[src/rtl/core/tpse_pkg.sv]
package tpse_pkg;

    localparam int NORM_BITS     = 24;
    localparam int POS_FRAC_BITS = 8;
    localparam int WIDTH_BITS    = 10;
    localparam int RGBA_BITS     = 32;
    localparam int HALF_BITS     = WIDTH_BITS - 1;
    localparam int ROOT_STEPS    = NORM_BITS + 1;
    localparam int ROOT_BITS     = NORM_BITS + 1;
    localparam int RAD_BITS      = 2 * ROOT_STEPS;
    localparam int REM_BITS      = ROOT_BITS + 3;
    localparam int DREM_BITS     = ROOT_BITS + 2;
    localparam int MAG_BITS      = 18;
    localparam int CNT_BITS      = 5;

    localparam logic REQ_CLEAR = 1'b1;

    // datapath commands, one per controller step
    typedef struct packed {
        logic       first;
        logic       load;
        logic       commit;
        logic       norm;
        logic       sq;
        logic       sum;
        logic       root;
        logic       dset;
        logic       div;
        logic       qclr;
        logic       offs;
        logic       emit;
        logic [1:0] idx;
    } t_cmd;

    typedef struct packed {
        logic norm_done;
        logic zero;
    } t_status;

    typedef enum logic [8:0] {
        ST_IDLE = 9'b000000001,
        ST_NORM = 9'b000000010,
        ST_SQ   = 9'b000000100,
        ST_SUM  = 9'b000001000,
        ST_ROOT = 9'b000010000,
        ST_DSET = 9'b000100000,
        ST_DIV  = 9'b001000000,
        ST_OFFS = 9'b010000000,
        ST_EMIT = 9'b100000000
    } t_state;

endpackage

[src/rtl/core/tpse_pt_if.sv]
interface tpse_pt_if #(
    parameter int COORD_WIDTH = 24
);
    logic                                 valid;
    logic                                 ready;
    logic                                 req_type;
    logic signed [COORD_WIDTH-1:0]        point_x;
    logic signed [COORD_WIDTH-1:0]        point_y;
    logic [tpse_pkg::WIDTH_BITS-1:0]      width;
    logic [tpse_pkg::RGBA_BITS-1:0]       rgba;

    modport source (output valid, req_type, point_x, point_y, width, rgba, input ready);
    modport sink   (input valid, req_type, point_x, point_y, width, rgba, output ready);
endinterface

[src/rtl/core/tpse_vtx_if.sv]
interface tpse_vtx_if #(
    parameter int COORD_WIDTH = 24
);
    logic                                 valid;
    logic                                 ready;
    logic signed [COORD_WIDTH-1:0]        vertex_x;
    logic signed [COORD_WIDTH-1:0]        vertex_y;
    logic [tpse_pkg::RGBA_BITS-1:0]       vertex_rgba;
    logic                                 last_vertex;

    modport source (output valid, vertex_x, vertex_y, vertex_rgba, last_vertex, input ready);
    modport sink   (input valid, vertex_x, vertex_y, vertex_rgba, last_vertex, output ready);
endinterface

[src/rtl/core/tpse_ctrl.sv]
module tpse_ctrl #(
    parameter int UNIT_FRAC_BITS = 14
) (
    input  logic               i_clk,
    input  logic               i_rst_n,
    input  logic               i_in_valid,
    input  logic               i_in_req,
    output logic               o_in_ready,
    output logic               o_out_valid,
    input  logic               i_out_ready,
    input  tpse_pkg::t_status  i_status,
    output tpse_pkg::t_cmd     o_cmd
);
    tpse_pkg::t_state r_state, n_state;
    logic [tpse_pkg::CNT_BITS-1:0] r_cnt, n_cnt;
    logic [1:0] r_idx, n_idx;
    logic r_have, n_have;
    logic r_oval, n_oval;
    logic accept;

    assign o_in_ready  = (r_state == tpse_pkg::ST_IDLE);
    assign o_out_valid = r_oval;
    assign accept      = i_in_valid && o_in_ready;

    always_comb begin
        n_state = r_state;
        n_cnt   = r_cnt;
        n_idx   = r_idx;
        n_have  = r_have;
        n_oval  = i_out_ready ? 1'b0 : r_oval;
        o_cmd   = '0;
        o_cmd.idx = r_idx;
        unique case (r_state)
            tpse_pkg::ST_IDLE: begin
                if (accept) begin
                    if (i_in_req == tpse_pkg::REQ_CLEAR) begin
                        n_have = 1'b0;
                    end else if (r_have) begin
                        o_cmd.load = 1'b1;
                        n_state = tpse_pkg::ST_NORM;
                    end else begin
                        o_cmd.first = 1'b1;
                        n_have = 1'b1;
                    end
                end
            end
            tpse_pkg::ST_NORM: begin
                if (i_status.zero) begin
                    o_cmd.qclr = 1'b1;
                    n_idx = '0;
                    n_state = tpse_pkg::ST_OFFS;
                end else if (i_status.norm_done) begin
                    n_state = tpse_pkg::ST_SQ;
                end else begin
                    o_cmd.norm = 1'b1;
                end
            end
            tpse_pkg::ST_SQ: begin
                o_cmd.sq = 1'b1;
                n_state = tpse_pkg::ST_SUM;
            end
            tpse_pkg::ST_SUM: begin
                o_cmd.sum = 1'b1;
                n_cnt = '0;
                n_state = tpse_pkg::ST_ROOT;
            end
            tpse_pkg::ST_ROOT: begin
                o_cmd.root = 1'b1;
                n_cnt = r_cnt + 1'b1;
                if (r_cnt == tpse_pkg::CNT_BITS'(tpse_pkg::ROOT_STEPS - 1)) begin
                    n_state = tpse_pkg::ST_DSET;
                end
            end
            tpse_pkg::ST_DSET: begin
                o_cmd.dset = 1'b1;
                n_cnt = '0;
                n_state = tpse_pkg::ST_DIV;
            end
            tpse_pkg::ST_DIV: begin
                o_cmd.div = 1'b1;
                n_cnt = r_cnt + 1'b1;
                if (r_cnt == tpse_pkg::CNT_BITS'(UNIT_FRAC_BITS)) begin
                    n_idx = '0;
                    n_state = tpse_pkg::ST_OFFS;
                end
            end
            tpse_pkg::ST_OFFS: begin
                o_cmd.offs = 1'b1;
                n_idx = r_idx + 1'b1;
                if (r_idx == 2'd3) begin
                    n_state = tpse_pkg::ST_EMIT;
                end
            end
            tpse_pkg::ST_EMIT: begin
                if (!r_oval || i_out_ready) begin
                    o_cmd.emit = 1'b1;
                    n_oval = 1'b1;
                    n_idx = r_idx + 1'b1;
                    if (r_idx == 2'd3) begin
                        o_cmd.commit = 1'b1;
                        n_state = tpse_pkg::ST_IDLE;
                    end
                end
            end
            default: n_state = tpse_pkg::ST_IDLE;
        endcase
    end

    always_ff @(posedge i_clk) begin
        if (!i_rst_n) begin
            r_state <= tpse_pkg::ST_IDLE;
            r_cnt   <= '0;
            r_idx   <= '0;
            r_have  <= 1'b0;
            r_oval  <= 1'b0;
        end else begin
            r_state <= n_state;
            r_cnt   <= n_cnt;
            r_idx   <= n_idx;
            r_have  <= n_have;
            r_oval  <= n_oval;
        end
    end
endmodule

[src/rtl/core/tpse_dp.sv]
module tpse_dp #(
    parameter int COORD_WIDTH    = 24,
    parameter int UNIT_FRAC_BITS = 14
) (
    input  logic                                i_clk,
    input  tpse_pkg::t_cmd                      i_cmd,
    output tpse_pkg::t_status                   o_status,
    input  logic signed [COORD_WIDTH-1:0]       i_point_x,
    input  logic signed [COORD_WIDTH-1:0]       i_point_y,
    input  logic [tpse_pkg::WIDTH_BITS-1:0]     i_width,
    input  logic [tpse_pkg::RGBA_BITS-1:0]      i_rgba,
    output logic signed [COORD_WIDTH-1:0]       o_vertex_x,
    output logic signed [COORD_WIDTH-1:0]       o_vertex_y,
    output logic [tpse_pkg::RGBA_BITS-1:0]      o_vertex_rgba,
    output logic                                o_last_vertex
);
    localparam int DW   = COORD_WIDTH + 1;
    localparam int NW   = (DW > tpse_pkg::NORM_BITS) ? DW : tpse_pkg::NORM_BITS;
    localparam int QW   = UNIT_FRAC_BITS + 1;
    localparam int PW   = tpse_pkg::HALF_BITS + QW + tpse_pkg::POS_FRAC_BITS;
    localparam int SW   = ((COORD_WIDTH > tpse_pkg::MAG_BITS) ? COORD_WIDTH
                                                             : tpse_pkg::MAG_BITS) + 2;
    localparam int NB   = tpse_pkg::NORM_BITS;
    localparam int RB   = tpse_pkg::ROOT_BITS;
    localparam int RADW = tpse_pkg::RAD_BITS;
    localparam int REMW = tpse_pkg::REM_BITS;
    localparam int DRW  = tpse_pkg::DREM_BITS;
    localparam int MW   = tpse_pkg::MAG_BITS;

    logic signed [COORD_WIDTH-1:0] r_px, r_py, r_cx, r_cy;
    logic [tpse_pkg::WIDTH_BITS-1:0] r_pw, r_cw;
    logic [tpse_pkg::RGBA_BITS-1:0]  r_pc, r_cc;
    logic r_dxn, r_dyn;
    logic [NW-1:0] r_ax, r_ay;
    logic [2*NB-1:0] r_sqx, r_sqy;
    logic [RADW-1:0] r_rad;
    logic [REMW-1:0] r_rem;
    logic [RB-1:0]   r_root;
    logic [DRW-1:0]  r_drx, r_dry;
    logic [QW-1:0]   r_qx, r_qy;
    logic [MW-1:0]   r_mag [4];

    logic signed [DW-1:0] dx, dy;
    logic [NW-1:0] m;
    logic [REMW-1:0] rem_sh, trial;
    logic [DRW-1:0] nd;
    logic [tpse_pkg::HALF_BITS-1:0] half;
    logic [QW-1:0] qsel;
    logic [PW-1:0] prod;
    logic signed [COORD_WIDTH-1:0] ptx, pty;
    logic negx, negy;
    logic signed [SW-1:0] sx, sy, hi_lim, lo_lim;

    assign dx = DW'(i_point_x) - DW'(r_px);
    assign dy = DW'(i_point_y) - DW'(r_py);

    assign m = (r_ax > r_ay) ? r_ax : r_ay;
    assign o_status.zero      = (m == '0);
    assign o_status.norm_done = ((m >> NB) == '0) && m[NB-1];

    assign rem_sh = {r_rem[REMW-3:0], r_rad[RADW-1 -: 2]};
    assign trial  = REMW'({r_root, 2'b01});
    assign nd     = DRW'(r_root);

    // k[1] picks the point, k[0]: x offset from |uy|, y offset from |ux|
    assign half = i_cmd.idx[1] ? r_cw[tpse_pkg::WIDTH_BITS-1:1] : r_pw[tpse_pkg::WIDTH_BITS-1:1];
    assign qsel = i_cmd.idx[0] ? r_qx : r_qy;
    assign prod = (PW'(half) * PW'(qsel)) << tpse_pkg::POS_FRAC_BITS;

    assign ptx  = i_cmd.idx[1] ? r_cx : r_px;
    assign pty  = i_cmd.idx[1] ? r_cy : r_py;
    // perpendicular (-uy, ux); minus vertex flips both
    assign negx = !r_dyn ^ i_cmd.idx[0];
    assign negy = r_dxn ^ i_cmd.idx[0];

    always_comb begin
        logic [SW-1:0] mx, my;
        mx = SW'(r_mag[{i_cmd.idx[1], 1'b0}]);
        my = SW'(r_mag[{i_cmd.idx[1], 1'b1}]);
        sx = SW'(ptx) + (negx ? -mx : mx);
        sy = SW'(pty) + (negy ? -my : my);
    end

    assign hi_lim = SW'({1'b0, {(COORD_WIDTH-1){1'b1}}});
    assign lo_lim = -hi_lim - SW'(1);

    always_ff @(posedge i_clk) begin
        if (i_cmd.first || i_cmd.commit) begin
            r_px <= i_cmd.first ? i_point_x : r_cx;
            r_py <= i_cmd.first ? i_point_y : r_cy;
            r_pw <= i_cmd.first ? i_width   : r_cw;
            r_pc <= i_cmd.first ? i_rgba    : r_cc;
        end
        if (i_cmd.load) begin
            r_cx  <= i_point_x;
            r_cy  <= i_point_y;
            r_cw  <= i_width;
            r_cc  <= i_rgba;
            r_dxn <= dx[DW-1];
            r_dyn <= dy[DW-1];
            r_ax  <= NW'(dx[DW-1] ? -dx : dx);
            r_ay  <= NW'(dy[DW-1] ? -dy : dy);
        end
        if (i_cmd.norm) begin
            if ((m >> NB) != '0) begin
                r_ax <= r_ax >> 1;
                r_ay <= r_ay >> 1;
            end else begin
                r_ax <= r_ax << 1;
                r_ay <= r_ay << 1;
            end
        end
        if (i_cmd.sq) begin
            r_sqx <= r_ax[NB-1:0] * r_ax[NB-1:0];
            r_sqy <= r_ay[NB-1:0] * r_ay[NB-1:0];
        end
        if (i_cmd.sum) begin
            r_rad  <= RADW'(r_sqx) + RADW'(r_sqy);
            r_rem  <= '0;
            r_root <= '0;
        end
        if (i_cmd.root) begin
            r_rad <= r_rad << 2;
            if (rem_sh >= trial) begin
                r_rem  <= rem_sh - trial;
                r_root <= {r_root[RB-2:0], 1'b1};
            end else begin
                r_rem  <= rem_sh;
                r_root <= {r_root[RB-2:0], 1'b0};
            end
        end
        if (i_cmd.dset) begin
            r_drx <= DRW'(r_ax[NB-1:0]);
            r_dry <= DRW'(r_ay[NB-1:0]);
            r_qx  <= '0;
            r_qy  <= '0;
        end
        if (i_cmd.div) begin
            if (r_drx >= nd) begin
                r_drx <= (r_drx - nd) << 1;
                r_qx  <= {r_qx[QW-2:0], 1'b1};
            end else begin
                r_drx <= r_drx << 1;
                r_qx  <= {r_qx[QW-2:0], 1'b0};
            end
            if (r_dry >= nd) begin
                r_dry <= (r_dry - nd) << 1;
                r_qy  <= {r_qy[QW-2:0], 1'b1};
            end else begin
                r_dry <= r_dry << 1;
                r_qy  <= {r_qy[QW-2:0], 1'b0};
            end
        end
        if (i_cmd.qclr) begin
            r_qx <= '0;
            r_qy <= '0;
        end
        if (i_cmd.offs) begin
            r_mag[i_cmd.idx] <= MW'(prod >> UNIT_FRAC_BITS);
        end
        if (i_cmd.emit) begin
            o_vertex_x    <= (sx > hi_lim) ? COORD_WIDTH'(hi_lim) :
                             (sx < lo_lim) ? COORD_WIDTH'(lo_lim) : COORD_WIDTH'(sx);
            o_vertex_y    <= (sy > hi_lim) ? COORD_WIDTH'(hi_lim) :
                             (sy < lo_lim) ? COORD_WIDTH'(lo_lim) : COORD_WIDTH'(sy);
            o_vertex_rgba <= i_cmd.idx[1] ? r_cc : r_pc;
            o_last_vertex <= (i_cmd.idx == 2'd3);
        end
    end
endmodule

[src/rtl/core/thick_polyline_strip_expander.sv]
// Thick polyline strip expander.
// Input channel i_pt carries polyline points (Q15.8 x/y, stroke width, RGBA)
// or a clear request. Output channel o_vtx carries triangle-strip vertices.
// The first point after reset or a clear is only stored. Each later point
// yields four vertex words: previous point +/- half its width along the
// segment normal (previous colour), then the new point likewise; the fourth
// word has last_vertex set. A zero-length segment puts all four on the points.
// Steps: a point with a predecessor is normalised (up to 23 shifts), then
// passes the bit-serial square root (25 steps) and the two parallel
// restoring dividers (UNIT_FRAC_BITS + 1 steps) that share one divisor,
// and four offset products are formed before its first vertex word. A
// zero-length segment skips the square root and the dividers.
// The four words then leave one per cycle while the receiver takes them.
// One point is in flight at a time; i_pt.ready is high only when idle, so
// a clear request or a first point is taken and leaves the block idle.
// Reset (synchronous, active low) forgets the previous point and drops any
// pending vertex word. When the receiver stalls, the output register holds
// the word and the sequencer waits; nothing is lost.
module thick_polyline_strip_expander #(
    parameter int COORD_WIDTH    = 24,
    parameter int UNIT_FRAC_BITS = 14
) (
    input  logic i_clk,
    input  logic i_rst_n,
    tpse_pt_if.sink    i_pt,
    tpse_vtx_if.source o_vtx
);
    tpse_pkg::t_cmd    cmd;
    tpse_pkg::t_status status;

    // sequencer: owns handshakes, valid flags and step counts
    tpse_ctrl #(
        .UNIT_FRAC_BITS(UNIT_FRAC_BITS)
    ) u_ctrl (
        .i_clk      (i_clk),
        .i_rst_n    (i_rst_n),
        .i_in_valid (i_pt.valid),
        .i_in_req   (i_pt.req_type),
        .o_in_ready (i_pt.ready),
        .o_out_valid(o_vtx.valid),
        .i_out_ready(o_vtx.ready),
        .i_status   (status),
        .o_cmd      (cmd)
    );

    // arithmetic: normalise, square root, divide, offsets, saturate
    tpse_dp #(
        .COORD_WIDTH   (COORD_WIDTH),
        .UNIT_FRAC_BITS(UNIT_FRAC_BITS)
    ) u_dp (
        .i_clk        (i_clk),
        .i_cmd        (cmd),
        .o_status     (status),
        .i_point_x    (i_pt.point_x),
        .i_point_y    (i_pt.point_y),
        .i_width      (i_pt.width),
        .i_rgba       (i_pt.rgba),
        .o_vertex_x   (o_vtx.vertex_x),
        .o_vertex_y   (o_vtx.vertex_y),
        .o_vertex_rgba(o_vtx.vertex_rgba),
        .o_last_vertex(o_vtx.last_vertex)
    );
endmodule

[src/flat_wrapper.sv]
// flat-port wrapper written by rule: the top's interface ports become plain ports
module thick_polyline_strip_expander_flat 
#(
    parameter int COORD_WIDTH    = 24,
    parameter int UNIT_FRAC_BITS = 14
)
  (i_clk, i_rst_n, i_pt_valid, i_pt_req_type, i_pt_point_x, i_pt_point_y, i_pt_width, i_pt_rgba, i_pt_ready, o_vtx_valid, o_vtx_vertex_x, o_vtx_vertex_y, o_vtx_vertex_rgba, o_vtx_last_vertex, o_vtx_ready);
  tpse_pt_if #(.COORD_WIDTH(COORD_WIDTH)) i_pt_i ();
  tpse_vtx_if #(.COORD_WIDTH(COORD_WIDTH)) o_vtx_i ();
  input  logic i_clk;
  input  logic i_rst_n;
  input wire logic [$bits(i_pt_i.valid)-1:0] i_pt_valid;
  input wire logic [$bits(i_pt_i.req_type)-1:0] i_pt_req_type;
  input wire logic [$bits(i_pt_i.point_x)-1:0] i_pt_point_x;
  input wire logic [$bits(i_pt_i.point_y)-1:0] i_pt_point_y;
  input wire logic [$bits(i_pt_i.width)-1:0] i_pt_width;
  input wire logic [$bits(i_pt_i.rgba)-1:0] i_pt_rgba;
  output wire logic [$bits(i_pt_i.ready)-1:0] i_pt_ready;
  output wire logic [$bits(o_vtx_i.valid)-1:0] o_vtx_valid;
  output wire logic [$bits(o_vtx_i.vertex_x)-1:0] o_vtx_vertex_x;
  output wire logic [$bits(o_vtx_i.vertex_y)-1:0] o_vtx_vertex_y;
  output wire logic [$bits(o_vtx_i.vertex_rgba)-1:0] o_vtx_vertex_rgba;
  output wire logic [$bits(o_vtx_i.last_vertex)-1:0] o_vtx_last_vertex;
  input wire logic [$bits(o_vtx_i.ready)-1:0] o_vtx_ready;
  assign i_pt_i.valid = i_pt_valid;
  assign i_pt_i.req_type = i_pt_req_type;
  assign i_pt_i.point_x = i_pt_point_x;
  assign i_pt_i.point_y = i_pt_point_y;
  assign i_pt_i.width = i_pt_width;
  assign i_pt_i.rgba = i_pt_rgba;
  assign i_pt_ready = i_pt_i.ready;
  assign o_vtx_valid = o_vtx_i.valid;
  assign o_vtx_vertex_x = o_vtx_i.vertex_x;
  assign o_vtx_vertex_y = o_vtx_i.vertex_y;
  assign o_vtx_vertex_rgba = o_vtx_i.vertex_rgba;
  assign o_vtx_last_vertex = o_vtx_i.last_vertex;
  assign o_vtx_i.ready = o_vtx_ready;
  thick_polyline_strip_expander #(.COORD_WIDTH(COORD_WIDTH), .UNIT_FRAC_BITS(UNIT_FRAC_BITS)) u_core (.i_clk(i_clk), .i_rst_n(i_rst_n), .i_pt(i_pt_i), .o_vtx(o_vtx_i));
endmodule
[config.mk]
export PLATFORM = sky130hd
export DESIGN_NAME = thick_polyline_strip_expander_flat
export DESIGN_NICKNAME = d
export VERILOG_FILES = /design/src/rtl/core/tpse_pkg.sv /design/src/rtl/core/tpse_pt_if.sv /design/src/rtl/core/tpse_vtx_if.sv /design/src/rtl/core/tpse_ctrl.sv /design/src/rtl/core/tpse_dp.sv /design/src/rtl/core/thick_polyline_strip_expander.sv /design/src/flat_wrapper.sv
export SDC_FILE = /design/constraint.sdc
export NUM_CORES = 2
export LEC_CHECK = 0
export BUFFER_PORTS_ARGS = -buffer_cell sky130_fd_sc_hd__buf_4
export CORE_MARGIN = 3
export CORE_UTILIZATION = 40
export CTS_CLUSTER_DIAMETER = 200
export DETAILED_ROUTE_END_ITERATION = 12
export GPL_TIMING_DRIVEN = 0
export SLEW_MARGIN = 20
export SYNTH_ARGS = -nofsm -noshare
export SYNTH_HDL_FRONTEND = slang
export SYNTH_SLANG_ARGS = --single-unit
[constraint.sdc]
create_clock -name i_clk -period 13 [get_ports i_clk]
set_input_delay 1.95 -clock i_clk [delete_from_list [all_inputs] [get_ports i_clk]]
set_output_delay 1.95 -clock i_clk [all_outputs]
set_load 0.02 [all_outputs]
==> results.json <==
{
  "skew_ns": 0.0745,
  "grt.met3_usage_pct": 3.72,
  "finish.utilization_pct": 44.6,
  "io_buffers": 176,
  "synth_area_mm2": 0.0764,
  "die_w_um": 443,
  "holdWs_ns": 0.466,
  "ioPinCount": 178,
  "met1_usage_pct": 30.6,
  "crit_path_end_kind": "flop",
  "gp_congestion": 0.955,
  "synth_edf_count": 630,
  "nFillCells": 18100,
  "synth.cells.most_frequent": "inv_1, fa_1, nand2_1",
  "critical-path-top-delay-family": "adder cells",
  "slowest_delay_ns": 0.85,
  "initial_core_util_pct": 40.5,
  "cts_root_buffer": "clkbuf_16",
  "hold_viol": 0,
  "grt_usage_pct": 24.0,
  "cp_num_buf_inv": 9,
  "seq_area_mm2": 0.0199,
  "synth_nets": 9522,
  "worstHoldPathType": "reg -> reg",
  "yosys_most_used_dff": "edfxtp_1",
  "post-route-drc-count": 0,
  "antenna_found_initial": 17,
  "yosysMostFrequentCell": "inv_1",
  "coreArea_mm2": 0.189,
  "fin_crit_sh_pct": 75.8,
  "multiInputGateArea_mm2": 0.0499,
  "numCtsBuffers": 84,
  "overflow": 0,
  "first_iter_violations": 4707,
  "dr_total_vias": 57700,
  "status": "finished clean",
  "grt_pass1_wl_um": 360000,
  "ys_seq_elements": 681,
  "cp-start-kind": "flop",
  "worst_pin_slew_ns": 1.21,
  "cts_sinks": 681,
  "h-tree-depth": 3,
  "setup_viol": 0,
  "clk_latency_ns": 0.73,
  "viasPerCell": 5.39,
  "path_class": "reg -> reg",
  "cpMaxStageDelayCell": "clkbuf_1",
  "clock_path_buffers": 3,
  "grt_max_degree": 52,
  "cts_tree": "built",
  "min_period_ns": 9.85,
  "yosysWarnings": 0,
  "wl_um": 238000,
  "timing.fmax_ghz": 0.101,
  "cts.repair.resized": 0,
  "drv_slew": 0,
  "final_layout_size_suffix_gt1_share_pct": 7.27,
  "maxCapViolations": 0,
  "grt_setup_unrepaired": "no",
  "fp.dieArea_mm2": 0.196,
  "crit_fanout": 11,
  "arrival_ns": 10.25,
  "post_cts_buffers": 0,
  "post_synth.cell_area_avg_um2": 9.75,
  "synth_cell_types": 108,
  "synthTopCellsByArea": "edfxtp_1, fa_1, ha_1",
  "final_area_mm2": 0.0843,
  "fp.dieH_um": 443,
  "synth_seq_area_share_pct": 26.1,
  "core.rowCount": 159,
  "postSynth.asyncResetShare_pct": 0,
  "grt_pass1_vias": 59400,
  "placedInstanceArea_mm2": 0.0813,
  "dp_hpwl_um": 191000,
  "nNetsFinal": 9807,
  "gr-usage-met2_pct": 40.5,
  "drtAntennaViolNets": 0,
  "area.growth.synth_to_final_pct": 10.3,
  "holdBufCountCts": 0,
  "relSlewSlack_pct": 19.4,
  "yosys.area.top_type": "edfxtp_1",
  "synthCells": 7841,
  "first_pass_iters": 6,
  "cts.clk_slew.worst_paths_ns": 0.06,
  "crit_required_ns": 13.39,
  "wl_per_cell_um": 22.2,
  "busiest_layer": "met2",
  "synth_top_area_share_pct": 24.8
}
[final timing paths]
path	depth (start not counted)	start	to	slack (ns)
worst max-delay path	29	u_core.u_dp.r_ax[14]$_DFFE_PP_	u_core.u_dp.r_sqx[40]$_DFFE_PP_	3.15
worst min-delay path	2	u_core.u_dp.r_qy[12]$_SDFFE_PP0P_	u_core.u_dp.r_qy[13]$_SDFFE_PP0P_	0.47
worst max register to register	29	u_core.u_dp.r_ax[14]$_DFFE_PP_	u_core.u_dp.r_sqx[40]$_DFFE_PP_	3.15
worst min register to register	2	u_core.u_dp.r_qy[12]$_SDFFE_PP0P_	u_core.u_dp.r_qy[13]$_SDFFE_PP0P_	0.47
[final cells by class]
cell class	count	share of cell area, %
plain buffers	289	1.36
diodes	7	0.0208
flip-flops and latches	681	23.7
repair buffers	199	2.04
well taps	2495	3.70
inverters	1479	6.59
clock buffers	96	2.58
multi-input cells	5392	59.2
clock inverters	57	0.897
[logic make-up (layout without fill, tap and decap cells)]
family,Yosys count,count (layout),synth area share (%)
compound gates,1351,1351,11.2
xor+xnor,377,377,4.36
fa+ha+maj,1586,1586,35.2
buf+inv,1768,2120,8.75
flops,681,681,26.1
mux,228,228,3.24
other cells,0,7,0
simple gates,1850,1850,11.1
[metrics by stage]
stage,TNS (ns),std cells,setup WS (ns)
2_1_floorplan,0,7841,4.26
3_3_place_gp,-5.81,10500,-0.0798
3_5_place_dp,0,10500,3.28
4_1_cts,0,10700,3.16
5_1_grt,0,10700,2.87
6_report,0,10700,3.15
[metal layers]
metal	wire [µm]	up-vias
li1	-	26300
met1	96000	28800
met2	114000	2030
met3	16700	450
met4	11600	2
met5	13	-
[registers in the layout (all words and copies together), names as in the netlist, 9 cells and up, named ones only]
| register | count |
|---|---|
| u_core.u_dp.o_vertex_x | 24 |
| u_core.u_dp.r_rad | 50 |
| u_core.u_dp.r_cy | 24 |
| u_core.u_dp.r_ay | 25 |
| u_core.u_dp.r_dry | 27 |
| u_core.u_dp.r_cw | 9 |
| u_core.u_dp.r_qy | 15 |
| u_core.u_dp.r_rem | 26 |
| u_core.u_dp.r_sqx | 47 |
| u_core.u_dp.r_ax | 25 |
| u_core.u_dp.r_cc | 32 |
| u_core.u_dp.r_qx | 15 |
| u_core.u_dp.r_root | 25 |
| u_core.u_dp.o_vertex_rgba | 32 |
| u_core.u_dp.r_pc | 32 |
| u_core.u_dp.o_vertex_y | 24 |
| u_core.u_dp.r_drx | 27 |
| u_core.u_ctrl.r_state | 9 |
| u_core.u_dp.r_cx | 24 |
| u_core.u_dp.r_mag | 72 |
| u_core.u_dp.r_sqy | 47 |
| u_core.u_dp.r_px | 24 |
| u_core.u_dp.r_py | 24 |
| u_core.u_dp.r_pw | 9 |
[worst register-to-register path, delay by kind of cell (launching register included)]
kind,cells,cell delay [ns]
AOI/OAI and AO/OA,8,2.12
xor gates and xnor gates,1,0.17
adders and majority gates,8,4.02
buffers and inverters,9,1.97
DFF,1,0.56
and+or+nand+nor,3,0.68
[placed cells by master, fill, tap and decap left out, drive strengths merged, types with 14 or more instances in the layout]
cell / instances
mux2: 156
xor2: 152
o31ai: 26
nor3b: 14
a21oi: 418
or3: 15
and3: 49
inv: 1478
buf: 235
o21a: 55
a31oi: 45
fa: 941
a21o: 175
nor2b: 53
xnor2: 224
edfxtp: 630
nand3: 116
ha: 645
mux2i: 72
nor2: 498
nor4: 23
dfxtp: 51
o211ai: 17
a21boi: 21
nand2: 723
o21ai: 342
a211oi: 53
nand2b: 55
nor3: 58
o21bai: 37
and2: 159
clkbuf: 349
nand4: 42
clkinv: 40
Power is not shown: default switching activity piles up to over one toggle a cycle in this logic, so the estimate is an artifact.
